## src/design/swfrm_pkg.sv

```systemverilog
// ----------------------------------------------------------------------------
// swfrm_pkg
// shared constants, control word, status and microcode table of the meter
// ----------------------------------------------------------------------------
`timescale 1ns / 1ps

package swfrm_pkg;

  localparam int RING_DEPTH = 8192;
  localparam int IDX_W = $clog2(RING_DEPTH);
  localparam int STAMP_W = 32;
  localparam int WIN_W = 16;
  localparam int WINDOW_RESET = 1000;
  localparam int RATE_W = 31;
  localparam int MULT = 256000;
  localparam int MULT_W = 18;
  localparam int NUM_W = IDX_W + MULT_W;
  localparam int QUOT_X_W = (NUM_W > RATE_W) ? NUM_W : RATE_W;
  localparam int ITER_W = $clog2(NUM_W);
  localparam int ADDR_W = 3;
  localparam int DATA_W = 32;
  localparam int PC_W = 3;
  localparam int COND_W = 3;

  localparam logic [ADDR_W-3:0] REG_WINDOW_MS = 1'b0;

  localparam logic [PC_W-1:0] STEP_IDLE = 3'd0;
  localparam logic [PC_W-1:0] STEP_READ = 3'd1;
  localparam logic [PC_W-1:0] STEP_WALK = 3'd2;
  localparam logic [PC_W-1:0] STEP_LOAD = 3'd3;
  localparam logic [PC_W-1:0] STEP_DIV = 3'd4;
  localparam logic [PC_W-1:0] STEP_WAIT = 3'd5;
  localparam logic [PC_W-1:0] STEP_OUT = 3'd6;

  localparam logic [COND_W-1:0] COND_NONE = 3'd0;
  localparam logic [COND_W-1:0] COND_ALWAYS = 3'd1;
  localparam logic [COND_W-1:0] COND_IDLE = 3'd2;
  localparam logic [COND_W-1:0] COND_WALK = 3'd3;
  localparam logic [COND_W-1:0] COND_DIV = 3'd4;
  localparam logic [COND_W-1:0] COND_OUT_BUSY = 3'd5;

  typedef struct packed {
    logic ready;
    logic rd_tail;
    logic walk;
    logic load_div;
    logic div_step;
    logic load_out;
    logic [COND_W-1:0] cond;
    logic [PC_W-1:0] target;
  } ctrl_t;

  typedef struct packed {
    logic accept;
    logic walk_more;
    logic div_busy;
    logic out_busy;
  } stat_t;

  function automatic ctrl_t ucode(input logic [PC_W-1:0] pc);
    ctrl_t c;
    c = '0;
    case (pc)
      STEP_IDLE: begin
        c.ready = 1'b1;
        c.cond = COND_IDLE;
        c.target = STEP_IDLE;
      end
      STEP_READ: begin
        c.rd_tail = 1'b1;
        c.cond = COND_NONE;
      end
      STEP_WALK: begin
        c.walk = 1'b1;
        c.cond = COND_WALK;
        c.target = STEP_READ;
      end
      STEP_LOAD: begin
        c.load_div = 1'b1;
        c.cond = COND_NONE;
      end
      STEP_DIV: begin
        c.div_step = 1'b1;
        c.cond = COND_DIV;
        c.target = STEP_DIV;
      end
      STEP_WAIT: begin
        c.cond = COND_OUT_BUSY;
        c.target = STEP_WAIT;
      end
      STEP_OUT: begin
        c.load_out = 1'b1;
        c.cond = COND_ALWAYS;
        c.target = STEP_IDLE;
      end
      default: begin
        c.cond = COND_ALWAYS;
        c.target = STEP_IDLE;
      end
    endcase
    return c;
  endfunction

endpackage

```

## src/design/swfrm_seq.sv

```systemverilog
// ----------------------------------------------------------------------------
// swfrm_seq
// step counter and microcode table with conditional jumps
// ----------------------------------------------------------------------------
`timescale 1ns / 1ps

module swfrm_seq (
  input  logic             clk,
  input  logic             rst,
  input  swfrm_pkg::stat_t stat,
  output swfrm_pkg::ctrl_t ctrl
);
  import swfrm_pkg::*;

  logic [PC_W-1:0] pc;
  logic [PC_W-1:0] pc_next;
  logic            taken;

  assign ctrl = ucode(pc);

  always_comb begin
    case (ctrl.cond)
      COND_NONE:     taken = 1'b0;
      COND_ALWAYS:   taken = 1'b1;
      COND_IDLE:     taken = !stat.accept;
      COND_WALK:     taken = stat.walk_more;
      COND_DIV:      taken = stat.div_busy;
      COND_OUT_BUSY: taken = stat.out_busy;
      default:       taken = 1'b1;
    endcase
    pc_next = taken ? ctrl.target : pc + PC_W'(1);
  end

  always_ff @(posedge clk) begin
    if (rst) begin
      pc <= STEP_IDLE;
    end else begin
      pc <= pc_next;
    end
  end

endmodule

```

## config.mk

```make
export PLATFORM = sky130hd
export DESIGN_NAME = swfrm_seq
export DESIGN_NICKNAME = d
export VERILOG_FILES = /design/src/design/swfrm_pkg.sv /design/src/design/swfrm_seq.sv
export SDC_FILE = /design/constraint.sdc
export NUM_CORES = 1
export LEC_CHECK = 0
export BUFFER_PORTS_ARGS = -buffer_cell sky130_fd_sc_hd__buf_2
export CORE_AREA = 8 8 45 47
export CTS_BUF_LIST = sky130_fd_sc_hd__clkbuf_2 sky130_fd_sc_hd__clkbuf_4 sky130_fd_sc_hd__clkbuf_8
export CTS_CLUSTER_SIZE = 24
export DETAILED_ROUTE_END_ITERATION = 10
export DIE_AREA = 0 0 53 55
export PLACE_DENSITY_LB_ADDON = 0.08
export RECOVER_POWER = 50
export SLEW_MARGIN = 20
export SYNTH_ARGS = -nofsm -noshare
export SYNTH_HDL_FRONTEND = slang
export SYNTH_SLANG_ARGS = --single-unit
```

## constraint.sdc

```tcl
create_clock -name clk -period 3.13 [get_ports clk]
set_input_delay 0.626 -clock clk [delete_from_list [all_inputs] [get_ports clk]]
set_output_delay 0.626 -clock clk [all_outputs]
set_load 0.01 [all_outputs]
```

==> Word-level counts from Yosys, hierarchy flattened <==
Cells that the tools add are included.
{ "op_classes": {"addsub": 1, "mul": 0, "n_div": 0, "n_lt_le_gt_ge": 0, "eq_ne": 10, "shifts": 0, "mux": 10, "n_bitwise": 0, "reduce_logical": 4} }
{ "op_table": {"columns": ["op", "n"], "rows": [
  ["$eq 3x3->1 const B", 5],
  ["$pmux 3 s5", 1],
  ["$eq 3x2->1 const B", 4],
  ["$pmux 3 s3", 1],
  ["$logic_not 3->1", 2],
  ["$mux 1", 6],
  ["$pmux 1 s5", 1],
  ["$add 3x1->3 const B", 1],
  ["$eq 3x1->1 const B", 1],
  ["$mux 3", 1],
  ["$reduce_or 2->1", 1],
  ["$logic_not 1->1", 1]
]} }
{ "totals": {"reg_bits": 3, "latch_bits": 0, "ramBits": 0, "mem_bits_ro": 0, "input_bits": 6, "output_inout_bits": 12, "word_cells": 26, "mem_count": 0} }

==> Longest topological paths before layout <==
{ "depth": {"ltp_word": 6, "mapped_depth": 7} }

==> Worst setup path before layout <==
Ideal clock, no wire load.
{ "synth_timing": {"kind": "reg2out", "startpoint": "register pc[0]", "endpoint": "output ctrl[0] (netlist name)", "t_arrival_ns": 1.126, "slack_ns": 1.378, "stages_incl_launch_ff": 5, "path_buffers": 0, "cell_sequence": "dfxtp_1 inv_1 ha_1 nor2b_1 a21o_1"} }
{ "synth_rtl": {"columns": ["item", "line", "rtl"], "rows": [
  ["start: declaration", "swfrm_seq.sv:15", "logic [PC_W-1:0] pc;"],
  ["start signal: assignment", "swfrm_seq.sv:38", "pc <= pc_next;"],
  ["end: declaration", "swfrm_seq.sv:11", "output swfrm_pkg::ctrl_t ctrl"]
]} }

==> flow_summary.ini <==
[run_status]
outcome = finished clean

[cts]
cts_sinks = 3
path_clk_slew_ns = 0.04
post_cts.repair.setup_buffers = 0
clk_latency_ns = 0.23
cts_tree = done
cts_buffers = 3
cts_buffer_depth = 2
htree_levels = 1
root_buffer = clkbuf_4
holdBufCountCts = 0
cts_resized = 0

[grt]
grt_use_total_pct = 6.17
grt_pass1_wl_um = 1310
antenna_found_initial = 0
grt_pass1_vias = 330
grt_max_degree = 14
gr-total-overflow = 0

[power]
p_per_area_mw_per_mm2 = 739
max-vdd-ir-drop_mv = 0.234
leakagePower_uw = 0.000220

[timing]
fin_skew_ns = 0.00128
rsz0062_at_grt = no
setup_violations = 0
period_needed_ns = 2.18
hold_slack_ns = 0.598
slew_violations = 0
period_share_pct = 69.7
clock.fmax_mhz = 458
setup_tns_ns = 0
finalHoldViolations = 0

[final_layout]
largest_reg_flops = 3
area_growth_pct = 28.4
largestRegisters = pc x3
stdcell_count = 77
layout-drive-gt1-share_pct = 32.8
final_nets = 73
top_register = pc
diodes = 0

[critical_path]
cp-end-kind = output pin
setup.worst_path.start = pc[0]
crit_chain = inv_1, ha_1, nor2b_1, a21o_1, buf_2
crit_fanout = 10
r2r_end = pc[0]
reg2reg_depth = 7
r2r_start = pc[0]
worst-setup-path-type = reg -> out
cp.required_ns = 2.50
crit_end = ctrl[0]
cp.arrival_ns = 1.56
crit_slowest_cell = dfxtp_1
r2r_slack_ns = 1.33
slowest_delay_ns = 0.50
cp-start-kind = flop

[logic_synthesis]
netlist_instances = 43
yosys_warnings = 0
yosys_register_bits = 3
ys_top_cells_by_area = ha_1 18%, dfxtp_1 17%, nor2b_1 9.1%
syn_nets = 54
avgSynthCellArea_um2 = 8.00
synth_top_area_share_pct = 18.2
synth.cell_area_um2 = 344
synth_top_area_cell = ha_1
ys_seq_area_share_pct = 17.5
yosysUniqueCellTypes = 21

[die]
die-area_mm2 = 0.00292
initial_core_util_pct = 24.9
core_mm2 = 0.00138
die_x_um = 53
pin_count = 18
die_y_um = 55
rows = 14

[routing]
drc = 0
drt-initial-drc-count = 3
vias_per_cell = 4.26
ant_nets = 0
vias = 328
dr.pass1.iters = 3
wl_per_cell_um = 11.6
wirelength_um = 894

[placed_design]
dp.cells = 73
numPortBuffers = 16
post-dp-hpwl_um = 740
gp_congestion = 0.635

[hold_path]
hold_class = in -> reg

[run]
cap_violations = 0
logic make-up (layout without fill, tap and decap cells):
family                     after synthesis  after routing  synth area share [%]
muxes                                    1              1                  4.36
other                                    1              1                  1.09
AOI/OAI and AO/OA                        9              9                  20.0
adders and majority gates                5              5                  18.2
DFF                                      3              3                  17.5
buffers and inverters                    5             23                  7.63
and+or+nand+nor                         19             19                  31.3
critical path: cells and delay by family, from the launching register on:
kind / cells / cell delay (ns)
fa+ha+maj: 1 / 0.23
flops: 1 / 0.50
simple gates: 1 / 0.15
buf+inv: 2 / 0.25
compound gates: 1 / 0.19
how the worst min path moves through the flow:
stage | slack, ns | startpoint | cells after the start | to
floorplan | 0.63 | pc[2] | 4 | pc[2]
global route | 0.60 | rst | 2 | pc[2]
CTS | 0.60 | rst | 2 | pc[2]
global placement | 0.71 | pc[0] | 2 | pc[0]
detailed placement | 0.71 | pc[0] | 2 | pc[0]
finish | 0.60 | rst | 2 | pc[2]
power breakdown:
| group | leakage (µW) | internal [µW] | switching, µW |
|---|---|---|---|
| clock | 0.0000184 | 56.4 | 19.4 |
| sequential | 0.0000246 | 49.4 | 25.3 |
| combinational | 0.000177 | 76.7 | 99.5 |
| total | 0.000220 | 182 | 144 |
per-layer routing:
metal	GRT usage [%]	wire, µm
met5	0	0
met2	9.38	382
met4	3.88	14
met3	2.94	96
met1	6.82	401
cells in the mapped netlist:
master and number:
a211oi_2 1, a21boi_2 1, a21o_1 1, a21oi_1 1, a21oi_2 1, a32oi_1 1, and2_1 2, buf_4 2
conb_1 1, dfxtp_1 3, ha_1 5, inv_1 3, mux2_4 1, nand2_1 2, nor2_1 5, nor2_2 2
nor2b_1 5, nor3_2 1, nor4b_1 1, o21ai_0 3, or2_0 1
cell usage in the layout (no fill, tap or decap), types with 2 or more instances in the layout:
master,netlist,layout
ha_1,5,5
o21ai_0,3,3
buf_2,0,12
dfxtp_1,3,3
clkbuf_1,0,4
clkbuf_4,0,4
nor2_1,5,5
nand2_1,2,2
nor2_2,2,2
inv_1,3,3
and2_1,2,2
nor2b_1,5,5
per-stage QoR:
stage / setup slack (ns) / total power (µW) / instance area (µm²) / utilization [%]
after floorplan: 1.38 / 205 / 344 / -
after CTS: 0.921 / 349 / 459 / 33.2
after global placement: 1.21 / 273 / 429 / 31.0
after global routing: 0.832 / 361 / 442 / 31.9
after detailed placement: 1.17 / 270 / 429 / 31.0
final: 0.949 / 327 / 442 / 31.9
layout make-up:
cell class	count	area (µm²)
fill	162	942
multi-input combinational	35	245
timing repair buffer	16	75.1
sequential	3	60.1
clock buffer	4	30.0
tap	16	20.0
inverter	3	11.3
Note: power is estimated with default switching activity, not from simulation.
