## src/design/swfrm_pkg.sv

```systemverilog
// ----------------------------------------------------------------------------
// swfrm_pkg
// shared constants, control word, status and microcode table of the meter
// ----------------------------------------------------------------------------
`timescale 1ns / 1ps

package swfrm_pkg;

  localparam int RING_DEPTH = 8192;
  localparam int IDX_W = $clog2(RING_DEPTH);
  localparam int STAMP_W = 32;
  localparam int WIN_W = 16;
  localparam int WINDOW_RESET = 1000;
  localparam int RATE_W = 31;
  localparam int MULT = 256000;
  localparam int MULT_W = 18;
  localparam int NUM_W = IDX_W + MULT_W;
  localparam int QUOT_X_W = (NUM_W > RATE_W) ? NUM_W : RATE_W;
  localparam int ITER_W = $clog2(NUM_W);
  localparam int ADDR_W = 3;
  localparam int DATA_W = 32;
  localparam int PC_W = 3;
  localparam int COND_W = 3;

  localparam logic [ADDR_W-3:0] REG_WINDOW_MS = 1'b0;

  localparam logic [PC_W-1:0] STEP_IDLE = 3'd0;
  localparam logic [PC_W-1:0] STEP_READ = 3'd1;
  localparam logic [PC_W-1:0] STEP_WALK = 3'd2;
  localparam logic [PC_W-1:0] STEP_LOAD = 3'd3;
  localparam logic [PC_W-1:0] STEP_DIV = 3'd4;
  localparam logic [PC_W-1:0] STEP_WAIT = 3'd5;
  localparam logic [PC_W-1:0] STEP_OUT = 3'd6;

  localparam logic [COND_W-1:0] COND_NONE = 3'd0;
  localparam logic [COND_W-1:0] COND_ALWAYS = 3'd1;
  localparam logic [COND_W-1:0] COND_IDLE = 3'd2;
  localparam logic [COND_W-1:0] COND_WALK = 3'd3;
  localparam logic [COND_W-1:0] COND_DIV = 3'd4;
  localparam logic [COND_W-1:0] COND_OUT_BUSY = 3'd5;

  typedef struct packed {
    logic ready;
    logic rd_tail;
    logic walk;
    logic load_div;
    logic div_step;
    logic load_out;
    logic [COND_W-1:0] cond;
    logic [PC_W-1:0] target;
  } ctrl_t;

  typedef struct packed {
    logic accept;
    logic walk_more;
    logic div_busy;
    logic out_busy;
  } stat_t;

  function automatic ctrl_t ucode(input logic [PC_W-1:0] pc);
    ctrl_t c;
    c = '0;
    case (pc)
      STEP_IDLE: begin
        c.ready = 1'b1;
        c.cond = COND_IDLE;
        c.target = STEP_IDLE;
      end
      STEP_READ: begin
        c.rd_tail = 1'b1;
        c.cond = COND_NONE;
      end
      STEP_WALK: begin
        c.walk = 1'b1;
        c.cond = COND_WALK;
        c.target = STEP_READ;
      end
      STEP_LOAD: begin
        c.load_div = 1'b1;
        c.cond = COND_NONE;
      end
      STEP_DIV: begin
        c.div_step = 1'b1;
        c.cond = COND_DIV;
        c.target = STEP_DIV;
      end
      STEP_WAIT: begin
        c.cond = COND_OUT_BUSY;
        c.target = STEP_WAIT;
      end
      STEP_OUT: begin
        c.load_out = 1'b1;
        c.cond = COND_ALWAYS;
        c.target = STEP_IDLE;
      end
      default: begin
        c.cond = COND_ALWAYS;
        c.target = STEP_IDLE;
      end
    endcase
    return c;
  endfunction

endpackage

```

## src/design/swfrm_div.sv

```systemverilog
// ----------------------------------------------------------------------------
// swfrm_div
// restoring divider, one quotient bit per step
// ----------------------------------------------------------------------------
`timescale 1ns / 1ps

module swfrm_div (
  input  logic                          clk,
  input  logic                          load,
  input  logic                          step,
  input  logic [swfrm_pkg::NUM_W-1:0]   num,
  input  logic [swfrm_pkg::STAMP_W-1:0] den,
  output logic                          busy,
  output logic [swfrm_pkg::NUM_W-1:0]   quot
);
  import swfrm_pkg::*;

  localparam logic [ITER_W-1:0] ITER_LAST = ITER_W'(NUM_W - 1);

  logic [STAMP_W-1:0] rem;
  logic [STAMP_W-1:0] divisor;
  logic [ITER_W-1:0]  iter;
  logic [STAMP_W:0]   shifted;
  logic [STAMP_W:0]   diff;
  logic               fits;

  always_comb begin
    shifted = {rem, quot[NUM_W-1]};
    diff = shifted - {1'b0, divisor};
    fits = shifted >= {1'b0, divisor};
  end

  always_ff @(posedge clk) begin
    if (load) begin
      rem <= '0;
      quot <= num;
      divisor <= den;
      iter <= '0;
    end else if (step) begin
      rem <= fits ? diff[STAMP_W-1:0] : shifted[STAMP_W-1:0];
      quot <= {quot[NUM_W-2:0], fits};
      iter <= iter + ITER_W'(1);
    end
  end

  assign busy = iter != ITER_LAST;

endmodule

```

## config.mk

```make
export PLATFORM = sky130hd
export DESIGN_NAME = swfrm_div
export DESIGN_NICKNAME = d
export VERILOG_FILES = /design/src/design/swfrm_pkg.sv /design/src/design/swfrm_div.sv
export SDC_FILE = /design/constraint.sdc
export NUM_CORES = 1
export LEC_CHECK = 0
export BUFFER_PORTS_ARGS = -buffer_cell sky130_fd_sc_hd__clkbuf_2
export CORE_AREA = 2 2 106 108
export DETAILED_ROUTE_END_ITERATION = 7
export DIE_AREA = 0 0 108 110
export GPL_TIMING_DRIVEN = 0
export PLACE_DENSITY = 0.79
export SKIP_CTS_REPAIR_TIMING = 1
export SYNTH_ARGS = -nofsm -noshare
export SYNTH_HDL_FRONTEND = slang
export SYNTH_SLANG_ARGS = --single-unit
```

## constraint.sdc

```tcl
create_clock -name clk -period 3 [get_ports clk]
set_input_delay 0.45 -clock clk [delete_from_list [all_inputs] [get_ports clk]]
set_output_delay 0.45 -clock clk [all_outputs]
set_load 0.02 [all_outputs]
```

Yosys cells after proc, flatten, opt, wreduce, memory -nomap -nowiden
Index checks and enable logic that the tools add are counted.
- output and inout bits: 32
- register bits after elaboration: 100
- latch bits: 0
- input port bits: 66
- memories: 0
- ROM bits: 0
- word-level logic and storage cells: 12
- bits in writable memories: 0
- muxes and demuxes: 3
- divide/modulo/power cells: 0
- reductions and logical operators: 1
- shift-type cells: 0
- $lt $le $gt $ge: 1
- equal/unequal tests: 1
- $add $sub $neg: 2
- multiply operators: 0
- bitwise logic cells: 0
- operators with widths (operator ; count):
    $mux 31 ; 2
    $ge 33x32->1 ; 1
    $mux 32 ; 1
    $sub 32x32->32 ; 1
    $add 5x1->5 const B ; 1
    $ne 5x5->1 const B ; 1
    $reduce_bool 2->1 ; 1

Logic depth before layout (Yosys ltp)
Gate-level depths: netlist of run 1.
- depth in word-level cells: 3
- gate-level depth with buffers: 13

Worst setup path after synthesis of run 1
OpenSTA, ideal clock, no wires.
- kind: flip-flop to flip-flop
- start point: reg divisor[1]
- end point: reg rem[27]
- clock period less this slack: 2.665 ns
- data arrival time: 2.592 ns
- setup slack: 0.335 ns
- cell stages (with the launch flop): 12
- buffers on the path: 0
- library setup time: 0.073 ns
- path through: edfxtp_1 > inv_1 > ha_1 > nor2b_1 > o2111ai_1 > nand2_2 > a31oi_4 > o21ai_2 > a31o_4 > mux2_4 > o311a_1 > nor3_2
- word-level cells in the longest chain between the ends: 2
- elaborated cells between the ends (all ways): 3
- those cells by class: 1 x add/sub; 1 x order compare; 1 x mux
- ends and longest elaborated chain (item ; RTL line ; RTL):
    start: declaration ; swfrm_div.sv:21 ; logic [STAMP_W-1:0] divisor;
    start signal: assignment ; swfrm_div.sv:37 ; divisor <= den;
    $sub 32x32->32 / $ge 33x32->1 (equally long branches) ; swfrm_div.sv:29, swfrm_div.sv:30 ;
    $mux 32 * ; swfrm_div.sv:40 ; rem <= fits ? diff[STAMP_W-1:0] : shifted[STAMP_W-1:0];
    end signal: assignment ; swfrm_div.sv:40 ;
    end: declaration ; swfrm_div.sv:20 ; logic [STAMP_W-1:0] rem;
Mark *: on every way between the ends. The rest lies on a longest branch, timed or not.
A chain may end at the register's enable or synchronous reset.

Worst setup path in the final report of run 1
- start point: reg rem[3]
- end point: reg rem[23]
- word-level cells in the longest chain between the ends: 2
- elaborated cells between the ends (all ways): 3
- those cells by class: 1 x add/sub; 1 x order compare; 1 x mux
- ends and longest elaborated chain (item ; RTL line):
    $sub 32x32->32 / $ge 33x32->1 (equally long branches) ; swfrm_div.sv:29, swfrm_div.sv:30
    $mux 32 * ; swfrm_div.sv:40
Marks and branches as above.

==> results.txt, run 1 <==
----------------------------------------------------
[Power]
  Largest vdd supply drop ... 0.3075 mV
  Leakage power ... 0.002990 uW
  Power per cell area ... 546.0 mW/mm^2

[Clock tree]
  Clock buffer depth ... 2
  Number of buffers created by CTS ... 9
  Clock tree from TritonCTS ... yes
  Insertion delay of the later-clocked pin in the worst-skew pair ... 0.40 ns
  Number of sinks on the clock net ... 100
  Clock-pin slew on the worst setup and hold paths ... 0.11 ns
  CTS H-Tree Depth ... 3
  Clk root buf ... clkbuf_8

[Timing]
  Crit share post-route ... 97.08%
  Post-Route Setup TNS ... 0 ns
  Endpoints failing hold ... 0
  Maximum clock frequency ... 343.4 MHz
  Relative slew slack ... between 40 and 50%
  Worst Skew ... 0.01944 ns
  Count of pins over their slew limit ... 0
  Actual transition at the worst max-transition pin ... 0.8627 ns
  Unrepaired setup endpoints after global routing ... yes
  Setup violations, final ... 0
  Minimum clock period ... ~2.9 ns

[Global route]
  Total routing resource utilization after global routing ... between 20 and 25%
  Pin count of the biggest net entering global routing ... 34
  Via count of the first global-routing pass ... 4732
  Global-route wire length before repair ... 22930 um
  Congestion Overflow GR ... 0
  Number of antenna violations at the first check in global routing ... 0

[Yosys]
  Largest area contributor in the netlist ... edfxtp_1
  Area of the mapped netlist ... between 0.005 and 0.006 mm^2
  Cells after Synth ... 599
  Flip-flop and latch count after synthesis ... 100
  Post-synthesis net count ... 700
  Ranking of synthesized cells by area ... edfxtp_1, dfxtp_1, ha_1, mux2_2, nand2_1
  Count of yosys warnings during synthesis ... 0
  Count of unique library cells instantiated by Yosys ... 62
  Mean instance size in the synthesized netlist ... just under 10 um^2
  Fraction of post-synthesis cell area in the top cell type by area ... about a third
  Most numerous cell types in the synthesized netlist ... nand2_1, edfxtp_1, nor2_1, inv_1, dfxtp_1
  Most used flip-flop cell after synthesis ... edfxtp_1
  Number of enable flip-flop cells after synthesis ... 63
  Most frequently used cell type in the post-synthesis netlist ... nand2_1
  Share of synthesized flip-flops with an asynchronous set or reset ... 0%
  Register area share after synthesis ... 44.23%

[Worst setup path]
  Maximum fanout encountered on the critical timing path ... 10
  CP Launch Point ... rem[3]
  Category of the worst setup path capture point ... flop
  Data arrival at the endpoint of the critical path ... 3.20 ns
  Largest stage delay on the critical path ... 0.39 ns
  Critical path required time ... 3.29 ns
  Capture instance of the worst register-to-register path ... rem[23]
  CP Capture Point ... rem[23]
  Crit path launch type ... flop
  Sequence of cells on the critical path ... ha_1, a21o_1, a31oi_2, a2111oi_4, nand3b_1, a21oi_4, o21a_1, buf_4, buf_6, nand2_1, a311oi_1
  Max stage delay cell, worst path ... ha_1
  Worst Reg2Reg Path Length in Cells ... 11
  Flop2flop setup slack ... 0.09 ns
  Startpoint of the most critical register-to-register path ... rem[3]
  Critical path type ... reg2reg

[Floorplan]
  Number of primary I/O pins ... 98
  Core box area ... 0.01070 mm^2
  Floorplan die area ... 0.01188 mm^2
  Starting utilization of the core area ... about 56%
  Placement Rows ... 38
  Overall die width ... between 100 and 150 um
  Vertical extent of the die ... 110 um

[Drt]
  DR vias/cell ... 5.711
  Via total after detailed routing ... 4883
  DR pass1 iterations ... 7
  Number of nets with antenna violations after detailed routing ... 0
  DR iter-0 viols ... 241
  Detailed-route wire length per cell ... 16.62 um
  Number of remaining DRC errors ... 0
  Wirelength, routed ... 14210 um

[Final layout]
  Final standard cell utilization of the core ... approximately two thirds
  Inserted Diodes ... 0
  # nets final ... about 810
  Area delta synth->final ... 16.94%
  Share of layout cells above drive strength 1 ... 27.97%

[Placed design]
  Post-detail-place hpwl ... roughly 11000 um
  Weighted congestion reported at the end of routability-driven placement ... 0.9446
  Number of buffers inserted by port buffering ... 96

[Hold path]
  Hold path cells ... 1
  Hold crit path type ... in2reg

[Flow run]
  Count of max-cap constraint violations ... 0

[Run status]
  Outcome ... finished, final reports clean

----------------------------------------------------
[placed cells by master, fill, tap and decap left out, types with 3 or more instances in the layout]
cell type / n
a211oi_1: 10
a21o_1: 10
a21oi_1: 33
a311oi_1: 20
and3_1: 3
buf_4: 13
clkbuf_1: 14
clkbuf_2: 96
clkbuf_4: 4
clkbuf_8: 17
dfxtp_1: 37
edfxtp_1: 63
ha_1: 33
inv_1: 41
mux2_2: 31
nand2_1: 77
nand2b_1: 4
nand3_1: 4
nand3b_1: 3
nand4_1: 15
nor2_1: 53
nor2b_1: 4
nor3_1: 4
o211a_1: 3
o211ai_1: 4
o21a_1: 5
o21ai_0: 21
o21ai_1: 3
o21bai_1: 3
o31ai_1: 3
xnor2_1: 18
xor2_1: 12
[power breakdown]
part / total (uW) / leakage, uW / switching, uW / internal [uW]
logic: 1260 / 0.00196 / 737 / 526
registers: 1690 / 0.000935 / 79.5 / 1610
clock network: 850 / 0.0000932 / 497 / 353
[state kept, by name, summed over array words and instances (netlist names)]
signal / flops
divisor: 32
rem: 32
quot: 31
iter: 5
[cell families after synthesis]
logic type | count (synthesis) | synth area share, %
buffers and inverters | 76 | 6.306
AO/OA/AOI/OAI | 142 | 17.20
adder cells (fa/ha/maj) | 35 | 7.484
XOR/XNOR | 30 | 4.415
AND/OR/NAND/NOR | 182 | 13.92
multiplexers | 34 | 6.454
flip-flops | 100 | 44.23
[critical path, delay by kind of cell, from the launching register on]
| kind | cells | cell delay [ns] |
|---|---|---|
| buffers and inverters | 2 | 0.37 |
| flip-flops | 1 | 0.35 |
| AND/OR/NAND/NOR | 2 | 0.34 |
| adder cells (fa/ha/maj) | 1 | 0.39 |
| AO/OA/AOI/OAI | 6 | 1.34 |
[area by class of cell]
type	instances	area [um^2]
plain buffers	31	226.5
clock buffers	12	155.1
clock inverters	4	33.78
fillers	910	3737
inverters	41	153.9
multi-input cells	423	3043
flip-flops and latches	100	2633
well taps	140	175.2
repair buffers	104	540.5
[worst min path at each step]
stage	start	end	slack, ns
floorplan	rem[1]	rem[1]	0.46
global placement	rem[31]	rem[31]	0.48
detailed placement	rem[31]	rem[31]	0.48
global route	den[1]	divisor[1]	0.20
finish	den[1]	divisor[1]	0.22
CTS	den[1]	divisor[1]	0.20
[through the flow]
step           hold WS (ns)  area (um^2)  setup slack [ns]  cells  power, uW
2_1_floorplan        0.4594         5952            0.3353    599       2565
3_3_place_gp         0.4771         6608           -0.1407    835       2856
3_5_place_dp         0.4823         6608           -0.1608    835       2884
4_1_cts              0.2037         6797           -0.2044    851       3728
5_1_grt              0.1984         6960          -0.02071    855       4005
6_report             0.2185         6960           0.08760    855       3800
[metal layers]
| layer | global-route usage, % | up-vias | part of all wire (%) |
|---|---|---|---|
| li1 | - | 2386 | - |
| met1 | 32.44 | 2338 | 45 |
| met2 | 42.00 | 144 | 49 |
| met3 | 5.938 | 15 | 5.1 |
| met4 | 6.685 | 0 | 1.2 |
| met5 | 0 | - | 0 |
Note: power is estimated with default switching activity, not from simulation.
==> run 2: changes to the inputs <==
--- a/config.mk
+++ b/config.mk
@@ -5,12 +5,13 @@
 export SDC_FILE = /design/constraint.sdc
 export NUM_CORES = 1
 export LEC_CHECK = 0
+export ABC_CLOCK_PERIOD_IN_PS = 2650
 export BUFFER_PORTS_ARGS = -buffer_cell sky130_fd_sc_hd__clkbuf_2
-export CORE_AREA = 2 2 106 108
+export CORE_AREA = 2 2 110 112
 export DETAILED_ROUTE_END_ITERATION = 7
-export DIE_AREA = 0 0 108 110
+export DIE_AREA = 0 0 112 114
 export GPL_TIMING_DRIVEN = 0
-export PLACE_DENSITY = 0.79
+export PLACE_DENSITY = 0.77
 export SKIP_CTS_REPAIR_TIMING = 1
 export SYNTH_ARGS = -nofsm -noshare
 export SYNTH_HDL_FRONTEND = slang
==> constraint.sdc (replaced) <==
create_clock -name clk -period 2.65 [get_ports clk]
set_input_delay 0.3975 -clock clk [delete_from_list [all_inputs] [get_ports clk]]
set_output_delay 0.3975 -clock clk [all_outputs]
set_load 0.02 [all_outputs]
==> results.txt, run 2 (same netlist as run 1, synthesis figures left out) <==
----------------------------------------------------
[Timing]
  Setup violations, final ... 30 (+30)
  Endpoints failing hold ... 0 (unchanged)
  Worst hold slack ... 0.2069 ns (-0.01162 ns)
  Worst Skew ... 0.01006 ns (-0.009378 ns)
  Maximum clock frequency ... 357.7 MHz (+4.2%)
  Actual transition at the worst max-transition pin ... 0.8859 ns (+0.02320 ns)
  Minimum clock period ... 2.796 ns (-0.1166 ns)
  Crit share post-route ... 105.5% (+8.4 points)
  Post-route worst setup slack ... -0.1459 ns (-0.2334 ns)
  Post-Route Setup TNS ... -1.837 ns (-1.837 ns)
  Relative slew slack ... 40.94% (-1.5 points)
  Count of pins over their slew limit ... 0 (unchanged)
  Unrepaired setup endpoints after global routing ... yes

[Final layout]
  Area delta synth->final ... 22.60%
  Inserted Diodes ... 0 (unchanged)
  Share of layout cells above drive strength 1 ... 32.54% (+4.6 points)
  # nets final ... 812 (+0.12%)
  Most frequent standard cell in the layout excluding fill and tap cells ... clkbuf_2
  Top library cells by usage in the layout, fill and taps aside ... clkbuf_2, nand2_1, edfxtp_1
  Largest registers ... divisor x32, rem x32, quot x31
  Final-layout fill cell count ... 993 (+9.1%)
  Final non-filler cell area ... 0.007297 mm^2 (+4.8%)

[Clock tree]
  Number of sinks on the clock net ... 100 (unchanged)
  Insertion delay of the later-clocked pin in the worst-skew pair ... 0.36 ns (-0.04 ns)
  Clk root buf ... clkbuf_16
  Clock buffer depth ... 2 (unchanged)
  Number of buffers created by CTS ... 9 (unchanged)
  CTS H-Tree Depth ... 3 (unchanged)
  Clock tree from TritonCTS ... yes
  Clock-pin slew on the worst setup and hold paths ... 0.08 ns (-0.03 ns)

[Worst setup path]
  Crit path launch type ... flop
  Critical path type ... reg2reg
  Data arrival at the endpoint of the critical path ... 3.02 ns (-0.18 ns)
  Worst Reg2Reg Path Length in Cells ... 11 (unchanged)
  Maximum fanout encountered on the critical timing path ... 6 (-4)
  Critical path required time ... 2.88 ns (-0.41 ns)
  Category of the worst setup path capture point ... flop

[Power]
  Combinational cell fraction of total power ... 32.4% (-0.8 points)
  Net Sw Frac ... 33.91% (-0.63 points)
  Internal power summed over all cells ... 3155 uW (+27%)
  Leakage power ... 0.003092 uW (+3.4%)
  PnR Total Power ... 4773 uW (+26%)
  NetSw ... 1619 uW (+23%)
  Reg power frac ... 40.1% (-4.3 points)
  Power per cell area ... 654.2 mW/mm^2 (+20%)
  Share of power burned in the clock network ... 27.5% (+5.1 points)
  Largest vdd supply drop ... 0.5356 mV (+74%)

[Floorplan]
  Placement Rows ... 40 (+5.3%)
  Floorplan die area ... 0.01277 mm^2 (+7.5%)
  Vertical extent of the die ... 114 um (+3.6%)
  Number of primary I/O pins ... 98 (unchanged)
  Core box area ... 0.01171 mm^2 (+9.5%)
  Overall die width ... 112 um (+3.7%)
  Starting utilization of the core area ... 50.82% (-4.8 points)

[Global route]
  Total routing resource utilization after global routing ... 22.22% (-2.7 points)
  Number of antenna violations at the first check in global routing ... 0 (unchanged)
  Congestion Overflow GR ... 0 (unchanged)
  Via count of the first global-routing pass ... 4854 (+2.6%)
  Pin count of the biggest net entering global routing ... 34 (unchanged)
  Global-route wire length before repair ... 22770 um (-0.69%)

[Placed design]
  Post-DP Area ... 0.006623 mm^2 (+0.23%)
  Weighted congestion reported at the end of routability-driven placement ... 0.9243 (-2.1%)
  Post-detail-place hpwl ... 10310 um (-2.0%)
  Number of buffers inserted by port buffering ... 96 (unchanged)
  Pre-CTS setup slack ... -0.4502 ns (-0.2893 ns)

[Drt]
  DR vias/cell ... 5.645 (-1.2%)
  Number of remaining DRC errors ... 0 (unchanged)
  DR iter-0 viols ... 202 (-16%)
  Wirelength, routed ... 14220 um (+0.11%)
  Detailed-route wire length per cell ... 16.48 um (-0.82%)
  Via total after detailed routing ... 4872 (-0.23%)
  DR pass1 iterations ... 4 (-3)
  Number of nets with antenna violations after detailed routing ... 0 (unchanged)

[Run status]
  Outcome ... finished, violations left
  Violations in the final reports ... negative setup slack

[Hold path]
  Hold crit path type ... in2reg
  Hold path cells ... 1 (unchanged)

[Flow run]
  Count of max-cap constraint violations ... 0 (unchanged)

----------------------------------------------------
run 2: cell types whose count changed in the layout (fill, tap and decap cells not counted), sizes merged:
cell,change
buf,+4
clkbuf,-6
clkinv,+1
clkinvlp,-1
inv,+3
run 2: layout make-up:
type | count | area (um^2) | area share, %
Buffer | 29 | 252.7 | 3.464
Clock buffer | 9 | 225.2 | 3.086
Multi-Input combinational cell | 423 | 3201 | 43.86
Timing Repair Buffer | 107 | 580.6 | 7.956
Clock inverter | 7 | 67.56 | 0.9259
Tap cell | 147 | 183.9 | 2.521
Inverter | 41 | 153.9 | 2.109
Sequential cell | 100 | 2633 | 36.08
run 2: through the flow:
step | util (%) | cells
after CTS | 59.05 | 858
after detailed placement | 56.55 | 842
after floorplan | - | 599
after global placement | 56.55 | 842
after global routing | 62.31 | 863
final | 62.31 | 863
run 2: path summary, 6_finish.rpt:
check	slack, ns	to	start
max reg2reg	-0.15	rem[21]	divisor[1]
min	0.21	divisor[4]	den[4]
max	-0.15	rem[21]	divisor[1]
min reg2reg	0.50	rem[20]	rem[19]
run 2: worst max-delay path, stage by stage, from the launching register on:
cell	delay (ns)
edfxtp_1	0.38
inv_2	0.06
ha_4	0.26
nor2b_4	0.17
o2111ai_4	0.19
a2111oi_4	0.43
nand3b_1	0.26
a21oi_4	0.11
o21ai_4	0.25
buf_4	0.18
mux2i_2	0.27
a211oi_2	0.10
run 2: routing by layer:
metal | GRT usage, % | wire, um
met1 | 27.64 | 6223
met4 | 8.618 | 287
met3 | 6.217 | 867
met2 | 37.05 | 6844
met5 | 0 | 0
run 2: power groups by stage:
stage	Sequential (uW)	Clock, uW	Combinational (uW)
final	1910	1310	1550
after global routing	1930	1390	1690
after CTS	1910	1330	1330
after detailed placement	1940	0	1320
after global placement	1940	0	1290
after floorplan	1990	0	920
==> run 3: changes to the inputs <==
--- a/config.mk
+++ b/config.mk
@@ -12,6 +12,7 @@
 export DIE_AREA = 0 0 112 114
 export GPL_TIMING_DRIVEN = 0
 export PLACE_DENSITY = 0.77
+export SETUP_SLACK_MARGIN = 0.02
 export SKIP_CTS_REPAIR_TIMING = 1
 export SYNTH_ARGS = -nofsm -noshare
 export SYNTH_HDL_FRONTEND = slang
==> results.txt, run 3 (same netlist as run 1, synthesis figures left out) <==
----------------------------------------------------
[Run status]
  Outcome ... finished, violations left
  Violations in the final reports ... negative setup slack

[Placed design]
  Number of buffers inserted by port buffering ... 96 (unchanged)
  Post-DP Area ... 0.006623 mm^2 (unchanged)
  Weighted congestion reported at the end of routability-driven placement ... 0.9243 (unchanged)
  Post-detail-place hpwl ... 10310 um (unchanged)
  Pre-CTS setup slack ... -0.4502 ns (unchanged)

[Timing]
  Post-route worst setup slack ... -0.2355 ns (-0.08960 ns)
  Count of pins over their slew limit ... 0 (unchanged)
  Relative slew slack ... 40.07% (-0.87 points)
  Minimum clock period ... 2.885 ns (+0.08960 ns)
  Unrepaired setup endpoints after global routing ... yes
  Worst Skew ... 0.01210 ns (+0.002036 ns)
  Actual transition at the worst max-transition pin ... 0.8989 ns (+0.01299 ns)
  Maximum clock frequency ... 346.6 MHz (-3.1%)
  Endpoints failing hold ... 0 (unchanged)
  Setup violations, final ... 33 (+10%)
  Worst hold slack ... 0.2045 ns (-0.002355 ns)
  Crit share post-route ... 108.9% (+3.4 points)

[Final layout]
  Top library cells by usage in the layout, fill and taps aside ... clkbuf_2, nand2_1, edfxtp_1
  Share of layout cells above drive strength 1 ... 34.39% (+1.8 points)
  Final non-filler cell area ... 0.007468 mm^2 (+2.3%)
  Most frequent standard cell in the layout excluding fill and tap cells ... clkbuf_2
  # nets final ... 823 (+1.4%)
  Register cell area after layout ... 0.002633 mm^2 (unchanged)
  Inserted Diodes ... 0 (unchanged)
  Multi-input combinational cell area ... 0.003242 mm^2 (+1.3%)
  Area delta synth->final ... 25.48%
  Final-layout fill cell count ... 964 (-2.9%)
  Largest registers ... divisor x32, rem x32, quot x31

[Drt]
  Detailed-route wire length per cell ... 17.32 um (+5.1%)
  Via total after detailed routing ... 5017 (+3.0%)
  DR vias/cell ... 5.740 (+1.7%)
  DR pass1 iterations ... 5 (+1)
  Number of remaining DRC errors ... 0 (unchanged)
  Wirelength, routed ... 15140 um (+6.5%)
  DR iter-0 viols ... 244 (+21%)
  Number of nets with antenna violations after detailed routing ... 0 (unchanged)

[Worst setup path]
  Critical path required time ... 2.92 ns (+0.04 ns)
  Most used cell, CP ... clkbuf_16
  Largest stage delay on the critical path ... 0.38 ns (-0.05 ns)
  Worst Path Buf+Inv ... 3 (+1)
  Max stage delay cell, worst path ... ha_1
  Crit path launch type ... flop
  Sequence of cells on the critical path ... ha_1, a21oi_1, o21ai_1, a22oi_2, nand3b_1, buf_4, a21oi_4, o21a_4, clkbuf_16, clkbuf_16, nand2_1, a311oi_1
  Maximum fanout encountered on the critical timing path ... 6 (unchanged)
  Flop2flop setup slack ... -0.24 ns (-0.09 ns)
  Critical path type ... reg2reg
  Category of the worst setup path capture point ... flop
  Data arrival at the endpoint of the critical path ... 3.16 ns (+0.14 ns)
  Delay-heaviest family, CP ... compound AO/OA/AOI/OAI gates

[Flow run]
  Count of max-cap constraint violations ... 0 (unchanged)

[Power]
  Power per cell area ... 658.1 mW/mm^2 (+0.60%)
  PnR Total Power ... 4915 uW (+3.0%)
  Largest vdd supply drop ... 0.5357 mV (about the same)
  Leakage power ... 0.003176 uW (+2.7%)

[Clock tree]
  Clock tree from TritonCTS ... yes
  CTS H-Tree Depth ... 3 (unchanged)
  Insertion delay of the later-clocked pin in the worst-skew pair ... 0.36 ns (about the same)
  Clk root buf ... clkbuf_16
  Number of buffers created by CTS ... 9 (unchanged)
  Number of sinks on the clock net ... 100 (unchanged)
  Clock-pin slew on the worst setup and hold paths ... 0.08 ns (about the same)
  Clock buffer depth ... 2 (unchanged)

[Global route]
  Congestion Overflow GR ... 0 (unchanged)
  Global-route wire length before repair ... 22770 um (unchanged)
  Total routing resource utilization after global routing ... 22.22% (unchanged)
  Number of antenna violations at the first check in global routing ... 0 (unchanged)
  Via count of the first global-routing pass ... 4854 (unchanged)
  Pin count of the biggest net entering global routing ... 34 (unchanged)

[Hold path]
  Hold crit path type ... in2reg

[Floorplan]
  Vertical extent of the die ... 114 um (unchanged)
  Core box area ... 0.01171 mm^2 (unchanged)
  Placement Rows ... 40 (unchanged)
  Floorplan die area ... 0.01277 mm^2 (unchanged)
  Number of primary I/O pins ... 98 (unchanged)
  Overall die width ... 112 um (unchanged)
  Starting utilization of the core area ... 50.82% (unchanged)

----------------------------------------------------
## run 3: final timing paths
check / startpoint / end / depth (start not counted)
max reg2reg: rem[5] / rem[3] / 12
min reg2reg: rem[8] / rem[9] / 2
max: rem[5] / rem[3] / 12
min: den[4] / divisor[4] / 1
## run 3: report_power, final
part | internal, uW | total (uW) | switching, uW
Sequential | 1820 | 1920 | 96.9
Clock | 663 | 1320 | 660
Combinational | 743 | 1670 | 931
Total | 3230 | 4910 | 1690
## run 3: routing by layer
layer	vias up	wire length (um)	global-route usage [%]
met4	0	486	8.618
met5	-	0	0
met2	203	7149	37.05
li1	2414	-	-
met3	39	1143	6.217
met1	2361	6362	27.64
## run 3: area by class of cell
| type | instances | share of cell area (%) |
|---|---|---|
| inverter | 41 | 2.061 |
| multi-input combinational | 423 | 43.41 |
| clock inverter | 7 | 0.9047 |
| timing repair buffer | 117 | 9.432 |
| tap | 147 | 2.463 |
| sequential | 100 | 35.25 |
| buffer | 30 | 3.468 |
| clock buffer | 9 | 3.016 |
## run 3: per-stage QoR
| step | utilization (%) | instances | setup TNS (ns) |
|---|---|---|---|
| 2_1_floorplan | - | 599 | 0 |
| 3_3_place_gp | 56.55 | 842 | -17.65 |
| 3_5_place_dp | 56.55 | 842 | -22.49 |
| 4_1_cts | 59.05 | 858 | -13.50 |
| 5_1_grt | 63.77 | 874 | -10.06 |
| 6_report | 63.77 | 874 | -5.848 |
